**config.mk**
```make
export PLATFORM = sky130hd
export DESIGN_NAME = periodic_timer_table_unit
export DESIGN_NICKNAME = d
export VERILOG_FILES = /design/src/sv/ptt_pkg.sv /design/src/sv/ptt_cell.sv /design/src/sv/periodic_timer_table_unit.sv
export SDC_FILE = /design/constraint.sdc
export NUM_CORES = 2
export LEC_CHECK = 0
export BUFFER_PORTS_ARGS = -buffer_cell sky130_fd_sc_hd__buf_2
export CAP_MARGIN = 20
export CORE_MARGIN = 2
export CORE_UTILIZATION = 35
export DETAILED_ROUTE_END_ITERATION = 10
export MAX_ROUTING_LAYER = met4
export PLACE_DENSITY = 0.6
export SLEW_MARGIN = 20
export SYNTH_ARGS = -nofsm -noshare
export SYNTH_HDL_FRONTEND = slang
export SYNTH_SLANG_ARGS = --single-unit
```
**constraint.sdc**
```tcl
create_clock -name clk_i -period 24.3 [get_ports clk_i]
set_input_delay 0 -clock clk_i [delete_from_list [all_inputs] [get_ports clk_i]]
set_output_delay 0 -clock clk_i [all_outputs]
set_load 0.01 [all_outputs]
```
**src/sv/ptt_pkg.sv**
```systemverilog
// Shared types and codes of the periodic timer table.
package ptt_pkg;

  localparam logic [1:0] OP_TICK    = 2'd0;
  localparam logic [1:0] OP_CREATE  = 2'd1;
  localparam logic [1:0] OP_DESTROY = 2'd2;

  localparam logic [1:0] KIND_STATUS = 2'd0;
  localparam logic [1:0] KIND_FIRED  = 2'd1;
  localparam logic [1:0] KIND_NONE   = 2'd2;

  localparam logic [1:0] STAT_OK        = 2'd0;
  localparam logic [1:0] STAT_ZERO_PER  = 2'd1;
  localparam logic [1:0] STAT_FULL      = 2'd2;
  localparam logic [1:0] STAT_NOT_FOUND = 2'd3;

  // Cell commands.
  localparam logic [1:0] CELL_HOLD  = 2'd0;
  localparam logic [1:0] CELL_SHIFT = 2'd1;
  localparam logic [1:0] CELL_DROP  = 2'd2;
  localparam logic [1:0] CELL_LOAD  = 2'd3;

  typedef struct packed {
    logic [1:0]  op;
    logic [31:0] timer_id;
    logic [15:0] period;
  } cmd_t;

  typedef struct packed {
    logic [1:0]  kind;
    logic [1:0]  status;
    logic [31:0] fired_id;
    logic        last;
  } res_t;

  typedef struct packed {
    logic [31:0] id;
    logic [15:0] period;
    logic [31:0] due;
  } entry_t;

  typedef struct packed {
    logic [1:0] cmd;
    entry_t     fb;
  } cell_ctrl_t;

endpackage

```
**src/sv/ptt_cell.sv**
```systemverilog
// One timer cell of the rotating entry chain.
module ptt_cell #(
  parameter int IDX_W    = 4,
  parameter int CELL_IDX = 0
) (
  input  logic                clk_i,
  input  ptt_pkg::cell_ctrl_t ctrl_i,
  input  logic [IDX_W-1:0]    pos_i,
  input  ptt_pkg::entry_t     right_i,
  output ptt_pkg::entry_t     entry_o
);

  localparam logic [IDX_W-1:0] MyIdx = IDX_W'(CELL_IDX);

  ptt_pkg::entry_t entry_q, entry_d;

  always_comb begin
    entry_d = entry_q;
    case (ctrl_i.cmd)
      ptt_pkg::CELL_SHIFT: begin
        if (MyIdx < pos_i) begin
          entry_d = right_i;
        end else if (MyIdx == pos_i) begin
          entry_d = ctrl_i.fb;
        end
      end
      ptt_pkg::CELL_DROP: begin
        if (MyIdx < pos_i) begin
          entry_d = right_i;
        end
      end
      ptt_pkg::CELL_LOAD: begin
        if (MyIdx == pos_i) begin
          entry_d = ctrl_i.fb;
        end
      end
      default: begin
        entry_d = entry_q;
      end
    endcase
  end

  always_ff @(posedge clk_i) begin
    entry_q <= entry_d;
  end

  assign entry_o = entry_q;

endmodule

```
**src/sv/periodic_timer_table_unit.sv**
```systemverilog
// Top level of the periodic timer table: controller and chain of timer cells.
//
//  channel | direction | handshake               | payload
//  command | in        | start high, busy low    | cmd_i  (ptt_pkg::cmd_t)
//  result  | out       | res_valid_o, one cycle  | res_o  (ptt_pkg::res_t)
//
// A create gives its status in the cycle after acceptance; an unused op gives nothing.
// A destroy and a tick each make one lap over the N timers held (N being the timer count),
// because the entries rotate through the cell chain one position per cycle.
// Fired results of a tick come at most one per cycle, the final one marked last.
// Reset clears the tick counter, the timer count and the controller; cells are not reset.
// Results cannot be stalled; busy stays high until the last result of a transaction.
module periodic_timer_table_unit #(
  parameter int MAX_TIMERS = 16
) (
  input  logic          clk_i,
  input  logic          rst_ni,
  input  logic          start,
  input  ptt_pkg::cmd_t cmd_i,
  output logic          busy,
  output logic          res_valid_o,
  output ptt_pkg::res_t res_o
);

  localparam int IDX_W = (MAX_TIMERS > 1) ? $clog2(MAX_TIMERS) : 1;
  localparam int CNT_W = $clog2(MAX_TIMERS + 1);

  localparam logic [1:0] ST_IDLE = 2'd0;
  localparam logic [1:0] ST_TICK = 2'd1;
  localparam logic [1:0] ST_TEND = 2'd2;
  localparam logic [1:0] ST_DEL  = 2'd3;

  logic [1:0]       state_q, state_d;
  logic [31:0]      tick_q, tick_d;
  logic [CNT_W-1:0] cnt_q, cnt_d;
  logic [CNT_W-1:0] k_q, k_d;
  logic [CNT_W-1:0] len_q, len_d;
  logic             found_q, found_d;
  logic [31:0]      target_q, target_d;
  logic             pend_q, pend_d;
  logic [31:0]      pend_id_q, pend_id_d;
  logic             vld_q, vld_d;
  ptt_pkg::res_t    res_q, res_d;

  ptt_pkg::cell_ctrl_t ctrl;
  logic [IDX_W-1:0]    pos;
  ptt_pkg::entry_t     ent [MAX_TIMERS];
  ptt_pkg::entry_t     head;
  logic                accept;
  logic                lap_end;
  logic                fire;
  logic                match;

  for (genvar j = 0; j < MAX_TIMERS; j++) begin : g_cell
    ptt_pkg::entry_t right;
    if (j < MAX_TIMERS - 1) begin : g_mid
      assign right = ent[j+1];
    end else begin : g_end
      assign right = ctrl.fb;
    end
    ptt_cell #(
      .IDX_W    (IDX_W),
      .CELL_IDX (j)
    ) u_cell (
      .clk_i   (clk_i),
      .ctrl_i  (ctrl),
      .pos_i   (pos),
      .right_i (right),
      .entry_o (ent[j])
    );
  end

  assign head    = ent[0];
  assign accept  = start && !busy;
  assign lap_end = (k_q == len_q - CNT_W'(1));
  assign fire    = (head.due == tick_q);
  assign match   = !found_q && (head.id == target_q);

  always_comb begin
    state_d   = state_q;
    tick_d    = tick_q;
    cnt_d     = cnt_q;
    k_d       = k_q;
    len_d     = len_q;
    found_d   = found_q;
    target_d  = target_q;
    pend_d    = pend_q;
    pend_id_d = pend_id_q;
    vld_d     = 1'b0;
    res_d     = res_q;
    ctrl.cmd  = ptt_pkg::CELL_HOLD;
    ctrl.fb   = head;
    pos       = IDX_W'(cnt_q - CNT_W'(1));
    case (state_q)
      ST_IDLE: begin
        if (accept) begin
          case (cmd_i.op)
            ptt_pkg::OP_TICK: begin
              tick_d = tick_q + 32'd1;
              k_d    = '0;
              len_d  = cnt_q;
              pend_d = 1'b0;
              state_d = (cnt_q == '0) ? ST_TEND : ST_TICK;
            end
            ptt_pkg::OP_CREATE: begin
              vld_d = 1'b1;
              res_d = '{kind: ptt_pkg::KIND_STATUS, status: ptt_pkg::STAT_OK,
                        fired_id: 32'd0, last: 1'b1};
              if (cmd_i.period == 16'd0) begin
                res_d.status = ptt_pkg::STAT_ZERO_PER;
              end else if (cnt_q == CNT_W'(MAX_TIMERS)) begin
                res_d.status = ptt_pkg::STAT_FULL;
              end else begin
                ctrl.cmd = ptt_pkg::CELL_LOAD;
                pos      = IDX_W'(cnt_q);
                ctrl.fb  = '{id: cmd_i.timer_id, period: cmd_i.period,
                             due: tick_q + {16'd0, cmd_i.period}};
                cnt_d    = cnt_q + CNT_W'(1);
              end
            end
            ptt_pkg::OP_DESTROY: begin
              if (cnt_q == '0) begin
                vld_d = 1'b1;
                res_d = '{kind: ptt_pkg::KIND_STATUS, status: ptt_pkg::STAT_NOT_FOUND,
                          fired_id: 32'd0, last: 1'b1};
              end else begin
                k_d      = '0;
                len_d    = cnt_q;
                found_d  = 1'b0;
                target_d = cmd_i.timer_id;
                state_d  = ST_DEL;
              end
            end
            default: begin
              state_d = ST_IDLE;
            end
          endcase
        end
      end
      ST_TICK: begin
        ctrl.cmd = ptt_pkg::CELL_SHIFT;
        if (fire) begin
          ctrl.fb.due = head.due + {16'd0, head.period};
          if (pend_q) begin
            vld_d = 1'b1;
            res_d = '{kind: ptt_pkg::KIND_FIRED, status: ptt_pkg::STAT_OK,
                      fired_id: pend_id_q, last: 1'b0};
          end
          pend_d    = 1'b1;
          pend_id_d = head.id;
        end
        k_d = k_q + CNT_W'(1);
        if (lap_end) begin
          state_d = ST_TEND;
        end
      end
      ST_TEND: begin
        vld_d = 1'b1;
        if (pend_q) begin
          res_d = '{kind: ptt_pkg::KIND_FIRED, status: ptt_pkg::STAT_OK,
                    fired_id: pend_id_q, last: 1'b1};
        end else begin
          res_d = '{kind: ptt_pkg::KIND_NONE, status: ptt_pkg::STAT_OK,
                    fired_id: 32'd0, last: 1'b1};
        end
        pend_d  = 1'b0;
        state_d = ST_IDLE;
      end
      ST_DEL: begin
        if (match) begin
          ctrl.cmd = ptt_pkg::CELL_DROP;
          pos      = IDX_W'(MAX_TIMERS - 1);
          cnt_d    = cnt_q - CNT_W'(1);
          found_d  = 1'b1;
        end else begin
          ctrl.cmd = ptt_pkg::CELL_SHIFT;
        end
        k_d = k_q + CNT_W'(1);
        if (lap_end) begin
          vld_d = 1'b1;
          res_d = '{kind: ptt_pkg::KIND_STATUS,
                    status: (found_q || match) ? ptt_pkg::STAT_OK
                                               : ptt_pkg::STAT_NOT_FOUND,
                    fired_id: 32'd0, last: 1'b1};
          state_d = ST_IDLE;
        end
      end
      default: begin
        state_d = ST_IDLE;
      end
    endcase
  end

  always_ff @(posedge clk_i or negedge rst_ni) begin
    if (!rst_ni) begin
      state_q <= ST_IDLE;
      tick_q  <= '0;
      cnt_q   <= '0;
      k_q     <= '0;
      len_q   <= '0;
      found_q <= 1'b0;
      pend_q  <= 1'b0;
      vld_q   <= 1'b0;
    end else begin
      state_q <= state_d;
      tick_q  <= tick_d;
      cnt_q   <= cnt_d;
      k_q     <= k_d;
      len_q   <= len_d;
      found_q <= found_d;
      pend_q  <= pend_d;
      vld_q   <= vld_d;
    end
  end

  always_ff @(posedge clk_i) begin
    target_q  <= target_d;
    pend_id_q <= pend_id_d;
    res_q     <= res_d;
  end

  assign busy        = (state_q != ST_IDLE);
  assign res_valid_o = vld_q;
  assign res_o       = res_q;

`ifndef ASSERT_OFF
  a_cnt_bound: assert property (@(posedge clk_i) disable iff (!rst_ni)
    cnt_q <= CNT_W'(MAX_TIMERS))
    else $error("Timer count exceeds the table size.");

  a_lap_bound: assert property (@(posedge clk_i) disable iff (!rst_ni)
    (state_q == ST_TICK || state_q == ST_DEL) |-> (k_q < len_q))
    else $error("Rotation step runs past the lap length.");

  a_more_follows: assert property (@(posedge clk_i) disable iff (!rst_ni)
    (res_valid_o && !res_o.last) |-> busy)
    else $error("A non-final result was not followed by further work.");

  a_status_last: assert property (@(posedge clk_i) disable iff (!rst_ni)
    (res_valid_o && res_o.kind != ptt_pkg::KIND_FIRED) |-> res_o.last)
    else $error("A status or idle tick result was not marked last.");
`endif

endmodule
```
# Word level (Yosys, flattened, before mapping)
# Cells that the tools add are included.
# W data, S select, Z words.
[totals] latch_bits=0 in_bits=53 out_inout_bits=39 mem_bits_rw=0 mem_count=0 elab_cells=315 ff_bits=1433 mem_bits_ro=0
[classes] shift=0 div_mod_pow=0 addsub=7 n_mul=0 n_mux=125 eq_ne=61 bitwise_logic=1 n_lt_le_gt_ge=16 reduce_logical=43
[op_table] operator="$mux W80" n=48
[op_table] operator="$pmux W80 S3" n=16
[op_table] operator="$mux W82" n=4
[op_table] operator="$mux W37" n=6
[op_table] operator="$pmux W37 S4" n=1
[op_table] operator="$pmux W37 S2" n=1
[op_table] operator="$add A32 B16 Y32" n=2
[op_table] operator="$eq A32 B32 Y1" n=2
[op_table] operator="$pmux W32 S2" n=1
[op_table] operator="$mux W48" n=1
[op_table] operator="$mux W5" n=8
[op_table] operator="$pmux W5 S2" n=4
[op_table] operator="$ne A2 B1 Y1 const B" n=19
[op_table] operator="$reduce_and A2 Y1" n=17
[op_table] operator="$add A32 B1 Y32 const B" n=1
[op_table] operator="$eq A4 B4 Y1 const A" n=8
[op_table] operator="$lt A4 B4 Y1 const A" n=8
[op_table] operator="$mux W32" n=1
[op_table] operator="$ne A2 B2 Y1 const B" n=11
[op_table] operator="$mux W4" n=5
[op_table] operator="$mux W2" n=9
[op_table] operator="$eq A3 B4 Y1 const A" n=4
[op_table] operator="$logic_not A16 Y1" n=1
[op_table] operator="$lt A3 B4 Y1 const A" n=4
[op_table] operator="other kinds (33)" n=71

# Depth between registers and ports, before layout
[depth] ltp_word=10 ltp_mapped=15 depth_no_buf=11

# Hierarchy
# Synthesis repeated with hierarchy kept, for this count alone.
[hier_totals] hier_cells=5439 hier_area_um2=87874.3
[by_module_without_submodules] mod="periodic_timer_table_unit" area_per_inst_um2=10531.4 cells_per_inst=1139 instances=1 seq_area_each_um2=4334.2
[by_module_without_submodules] mod="ptt_cell at g_cell[0].u_cell" area_per_inst_um2=5570.3 cells_per_inst=459 instances=1 seq_area_each_um2=2402.3
[by_module_without_submodules] mod="ptt_cell at g_cell[10].u_cell" area_per_inst_um2=5147.4 cells_per_inst=263 instances=1 seq_area_each_um2=2402.3
[by_module_without_submodules] mod="ptt_cell at g_cell[4].u_cell" area_per_inst_um2=5099.9 cells_per_inst=264 instances=1 seq_area_each_um2=2402.3
[by_module_without_submodules] mod="ptt_cell at g_cell[12].u_cell" area_per_inst_um2=5083.6 cells_per_inst=263 instances=1 seq_area_each_um2=2402.3
[by_module_without_submodules] mod="ptt_cell at g_cell[5].u_cell" area_per_inst_um2=5078.6 cells_per_inst=262 instances=1 seq_area_each_um2=2402.3
[by_module_without_submodules] mod="ptt_cell at g_cell[6].u_cell" area_per_inst_um2=5074.9 cells_per_inst=262 instances=1 seq_area_each_um2=2402.3
[by_module_without_submodules] mod="ptt_cell at g_cell[3].u_cell" area_per_inst_um2=5059.9 cells_per_inst=262 instances=1 seq_area_each_um2=2402.3
[by_module_without_submodules] mod="ptt_cell at g_cell[13].u_cell" area_per_inst_um2=5021.1 cells_per_inst=261 instances=1 seq_area_each_um2=2402.3
[by_module_without_submodules] mod="ptt_cell at g_cell[7].u_cell" area_per_inst_um2=4994.8 cells_per_inst=260 instances=1 seq_area_each_um2=2402.3
[by_module_without_submodules] mod="ptt_cell at g_cell[11].u_cell" area_per_inst_um2=4889.7 cells_per_inst=261 instances=1 seq_area_each_um2=2402.3
[by_module_without_submodules] mod="ptt_cell at g_cell[8].u_cell" area_per_inst_um2=4874.7 cells_per_inst=263 instances=1 seq_area_each_um2=2402.3
[by_module_without_submodules] mod="ptt_cell at g_cell[14].u_cell" area_per_inst_um2=4525.6 cells_per_inst=262 instances=1 seq_area_each_um2=2402.3
[by_module_without_submodules] mod="ptt_cell at g_cell[1].u_cell" area_per_inst_um2=4390.5 cells_per_inst=261 instances=1 seq_area_each_um2=2402.3
[by_module_without_submodules] mod="+3 rows"

# Worst setup path after synthesis
# OpenSTA, ideal clock, no wires.
[synth_timing] path_type="register -> register" startpoint="register cnt_q[0]" endpoint="register g_cell[0].u_cell.entry_q, in the netlist g_cell[0].u_cell.entry_o[0], enable pin" required_time_ps=23671 stages_incl_launch_ff=14 period_less_slack_ps=8812 t_arrival_ps=8183 n_path_buf=4 slack_ps=15488 cell_sequence="dfrtp_1 buf_2 inv_1 ha_1 and4bb_1 nor2_2 a211o_1 a32oi_4 and2_1 buf_6 nor3_2 buf_2 clkbuf_1 o21ai_0"
[synth_via] elab_chain_len=9
[synth_rtl] item="from (decl)" line_no="periodic_timer_table_unit.sv:35" rtl="logic [CNT_W-1:0] cnt_q, cnt_d;"
[synth_rtl] item="from (signal assigned)" line_no="periodic_timer_table_unit.sv:207" rtl="cnt_q <= cnt_d;"
[synth_rtl] item="$sub A5 B1 Y5 or $eq A5 B5 Y1 (tied branches)"
[synth_rtl] item="$mux W4 or $mux W82 (tied branches)" line_no="periodic_timer_table_unit.sv:111" rtl="end else if (cnt_q == CNT_W'(MAX_TIMERS)) begin"
[synth_rtl] item="$mux W4 or $mux W82 (tied branches)" line_no="periodic_timer_table_unit.sv:109" rtl="if (cmd_i.period == 16'd0) begin"
[synth_rtl] item="$mux W4 or $mux W82 (tied branches)" line_no="periodic_timer_table_unit.sv:97" rtl="case (cmd_i.op)"
[synth_rtl] item="$mux W4 or $mux W82 (tied branches)" line_no="periodic_timer_table_unit.sv:96" rtl="if (accept) begin"
[synth_rtl] item="$pmux W4 S2 or $pmux W2 S3 (tied branches)" line_no="periodic_timer_table_unit.sv:94" rtl="case (state_q)"
[synth_rtl] item="$lt A1 B4 Y1 (tied with other cells)" line_no="ptt_cell.sv:21, ptt_cell.sv:28"
[synth_rtl] item="$ne A2 B1 Y1 (no source line) or $reduce_bool A3 Y1 (tied branches)"
[synth_rtl] item="$reduce_and A2 Y1 (no source line) (*)"
[synth_rtl] item="to (signal assigned)" line_no="ptt_cell.sv:44" rtl="entry_q <= entry_d;"
[synth_rtl] item="to (decl)" line_no="ptt_cell.sv:15" rtl="ptt_pkg::entry_t entry_q, entry_d;"
# Mark *: on every way between the ends. The rest lies on a longest branch, timed or not.
# A chain may end at the register's enable or synchronous reset.

# Final worst setup path
[layout_timing] startpoint="register g_cell[0].u_cell.entry_q, in the netlist g_cell[0].u_cell.entry_o[53]" endpoint="register g_cell[12].u_cell.entry_q, in the netlist g_cell[12].u_cell.entry_o[22], enable pin"
[layout_via] elab_chain_len=7
[layout_rtl] item="$eq A32 B32 Y1 (*)" line_no="periodic_timer_table_unit.sv:77" rtl="assign match = !found_q && (head.id == target_q);"
[layout_rtl] item="$logic_and A1 B1 Y1 (*)" line_no="periodic_timer_table_unit.sv:77"
[layout_rtl] item="$mux W4 or $mux W2 (tied branches)" line_no="periodic_timer_table_unit.sv:170" rtl="if (match) begin"
[layout_rtl] item="$pmux W4 S2 or $pmux W2 S3 (tied branches)" line_no="periodic_timer_table_unit.sv:94"
[layout_rtl] item="$lt A4 B4 Y1 (tied with other cells)" line_no="ptt_cell.sv:21, ptt_cell.sv:28"
[layout_rtl] item="$ne A2 B1 Y1 (no source line) or $reduce_bool A3 Y1 (tied branches)"
[layout_rtl] item="$reduce_and A2 Y1 (no source line) (*)"
[layout_rtl] item="to (signal assigned)" line_no="ptt_cell.sv:44"
[layout_rtl] item="to (decl)" line_no="ptt_cell.sv:15"
# Marks and branches as above.

==> key figures <==
Layout
  – Commonest cells after routing, fill and taps aside: 1381 x sky130_fd_sc_hd__edfxtp_1, 1029 x sky130_fd_sc_hd__nand2_1, 960 x sky130_fd_sc_hd__mux2i_1
  – Share of layout cells above drive strength 1: 7.80%
  – Final cell utilization of the core: 38.8%
  – Commonest non-fill, non-tap cell in the layout: sky130_fd_sc_hd__edfxtp_1
  – Fill cells: 21000
  – Final Net Count: 6884
  – Area growth from synthesis to layout: 9.94%

Synth
  – EDFF count, synth: 1381
  – Syn Std Cell Area: 76700 um^2
  – Async set-or-reset flop fraction in the synthesized netlist: 3.63%
  – Mapped Nets: 7070
  – Top cells by area, synth: sky130_fd_sc_hd__edfxtp_1 54%, sky130_fd_sc_hd__mux2i_1 13%, sky130_fd_sc_hd__nand2_1 5.1%
  – Main flop type after synthesis: sky130_fd_sc_hd__edfxtp_1
  – Top-area cell type share of the netlist area: 54.1%
  – Top cell type by total area after synthesis: sky130_fd_sc_hd__edfxtp_1
  – Number of flip-flops and latches in the synthesized netlist: 1433
  – Cell variety after synth: 99
  – Cells after synthesis: 6969
  – Total of warnings raised by yosys: 0
  – Post-synthesis average cell area: 11.0 um^2
  – Share of synthesized area occupied by flip-flops and latches: 55.8%

Setup path
  – Critical Path Max Stage Delay: 0.71 ns
  – Most common cell type on the critical path: sky130_fd_sc_hd__buf_4
  – Category of the worst setup path capture point: flip-flop
  – Register-to-register setup slack: 18.19 ns
  – Classification of the worst setup path: flip-flop to flip-flop
  – Dominant delay contributor by cell family on the critical path: simple AND/OR/NAND/NOR gates
  – Critical Path, Cell by Cell: xor2_1, nor4_2, nand4_1, o311ai_4, and2_1, buf_4, nand2_1, o21ai_4, buf_4, and2_4, buf_4
  – R2r worst-path depth: 11
  – Buffer and inverter count on the worst path: 3
  – Required time of the worst setup path: 24.73 ns
  – Launching element type of the critical path: flip-flop
  – Crit path max-delay cell type: sky130_fd_sc_hd__and2_4
  – Endpoint of the most critical register-to-register path: g_cell[12].u_cell.entry_o[22]
  – Worst endpoint data arrival time: 6.54 ns
  – Critical register-to-register path startpoint: g_cell[0].u_cell.entry_o[53]
  – Largest fanout on the critical path: 43
  – Start point of the critical path: g_cell[0].u_cell.entry_o[53]

Routing
  – Routed len/inst: 21.8 um
  – Number of vias per cell after detailed routing: 5.62
  – First-pass iteration count of the detailed router: 6
  – Post-route DRC: 0
  – Total routed wirelength: 213000 um
  – Number of DRC markers in iteration 0: 5610
  – Via count: 54800
  – Count of antenna-violating nets left after detailed routing: 0

Floorplanning
  – Io pins: 92
  – Die height: 472 um
  – Number of rows in the core area: 171
  – Die area: 223000 um^2
  – Area of the core: 218000 um^2
  – Initial core utilization: 35.3%
  – Die extent in x: 472 um

Timing
  – Final setup skew: 0.0402 ns
  – Setup slack of the critical path after layout: 18.19 ns
  – Worst max-slew margin expressed relative to the limit: 18.7%
  – Minimum clock period after layout: 6.11 ns
  – Final total negative setup slack: 0 ns
  – Setup repair after global routing missed its margin: no
  – Fin. Hold Viols: 0
  – Timing-limited maximum frequency: 164 MHz
  – Slew of the pin with the lowest slew margin: 1.22 ns
  – Period utilization: 25.1%
  – Max Slew Vio Count: 0
  – Final setup violating endpoints: 0

Status
  – Result of the run: completed

Clocking
  – Clock sink count: 1433
  – Deepest level of the CTS H-tree: 4
  – Clock edge transition at the registers on the reported setup and hold paths: 0.06 ns
  – Number of buffers between clock root and the deepest sink: 3
  – Number of post-CTS setup repair buffers: 0
  – TritonCTS buffer count: 152
  – Clock tree root buffer cell: sky130_fd_sc_hd__clkbuf_16
  – CTS tree: done
  – Clock latency at the later pin of the worst-skew pair: 0.81 ns

GRT
  – Largest net degree at the start of global routing: 103
  – Total track usage: 19.1%
  – Global-route wire length before repair: 331000 um
  – Vias in the first global route: 53600
  – Residual overflow from global routing: 0
  – Number of antenna violations at the first check in global routing: 5

Worst hold path
  – Path class of the lowest-slack min-delay path: input pin to flip-flop
  – Start point of the worst hold path: cmd_i[47]
  – End point of the most critical hold path: target_q[31]
  – Number of stages on the worst hold path: 2

Placement
  – Buffers added on ports: 91
  – Setup WS pre-CTS: 18.25 ns
  – Placer Congestion: 0.916
  – Half-perimeter wire length after detailed placement: 135000 um

Run
  – Max-cap violation count: 0
==> repair_timing <==
item                      4_1_cts  5_1_grt
resized for setup               0        0
hold endpoints to repair      112        0
hold buffers                   73        0
==> final cells by class <==
| class | instances | area (um^2) | area share, % |
|---|---|---|---|
| clock inverters | 71 | 587 | 0.696 |
| flip-flops and latches | 1433 | 42800 | 50.7 |
| clock buffers | 189 | 4070 | 4.82 |
| multi-input cells | 4864 | 31000 | 36.8 |
| well taps | 2854 | 3570 | 4.23 |
| diodes | 3 | 7.51 | 0.00890 |
| repair buffers | 288 | 2150 | 2.55 |
| inverters | 44 | 165 | 0.196 |
==> worst max-delay path by stage <==
stage,to,depth (start not counted)
after floorplan,g_cell[0].u_cell.entry_o[0],13
after global placement,g_cell[12].u_cell.entry_o[46],11
after detailed placement,g_cell[12].u_cell.entry_o[13],11
after CTS,g_cell[12].u_cell.entry_o[0],11
after global routing,g_cell[12].u_cell.entry_o[0],11
final,g_cell[12].u_cell.entry_o[22],11
==> state kept, by name, summed over array words and instances, names as in the netlist, 2 cells and up <==
name                   count
g_cell.u_cell.entry_o   1280
res_o                     37
pend_id_q                 32
target_q                  32
tick_q                    32
cnt_q                      5
k_q                        5
len_q                      5
state_q                    2
==> synth_stat cells, drive strengths merged (19+ instances only) <==
| library cell | instances |
|---|---|
| ha | 46 |
| nand3 | 231 |
| dfrtp | 52 |
| xor2 | 92 |
| nor4 | 58 |
| mux2i | 960 |
| nor3 | 179 |
| a221o | 21 |
| nand2 | 1033 |
| a21o | 19 |
| and3 | 28 |
| a22oi | 49 |
| clkbuf | 313 |
| o31ai | 190 |
| edfxtp | 1381 |
| nor2 | 260 |
| and2 | 51 |
| xnor2 | 42 |
| inv | 42 |
| buf | 315 |
| o21ai | 1233 |
| a22o | 27 |
| a211oi | 28 |
| a21oi | 59 |
| nand4 | 28 |
| a31oi | 19 |
==> metrics by stage <==
stage                     instances  area (um^2)  hold slack [ns]
final                          9746        84300           0.0448
after global routing           9746        84300           0.0250
after floorplan                6969        76700           -0.296
after detailed placement       9407        78900            0.205
after global placement         9407        78900            0.198
after CTS                      9740        84300          0.00724
==> layer usage <==
metal / global-route usage [%] / share of wire [%] / wire, um
met4: 4.81 / 2.1 / 4520
met2: 29.1 / 45 / 95900
met5: - / 0 / 0
met3: 2.54 / 6.8 / 14400
met1: 26.9 / 46 / 98000
==> logic make-up after synthesis <==
logic type,count (synthesis),synth area share (%)
buf+inv,672,4.45
xor+xnor,134,1.53
fa+ha+maj,48,0.803
flops,1433,55.8
mux,967,12.6
compound gates,1767,13.6
simple gates,1948,11.2
Power is left out: the tool's default activity adds up to more than one toggle a clock period on the data nets, which glitch-free logic cannot reach.
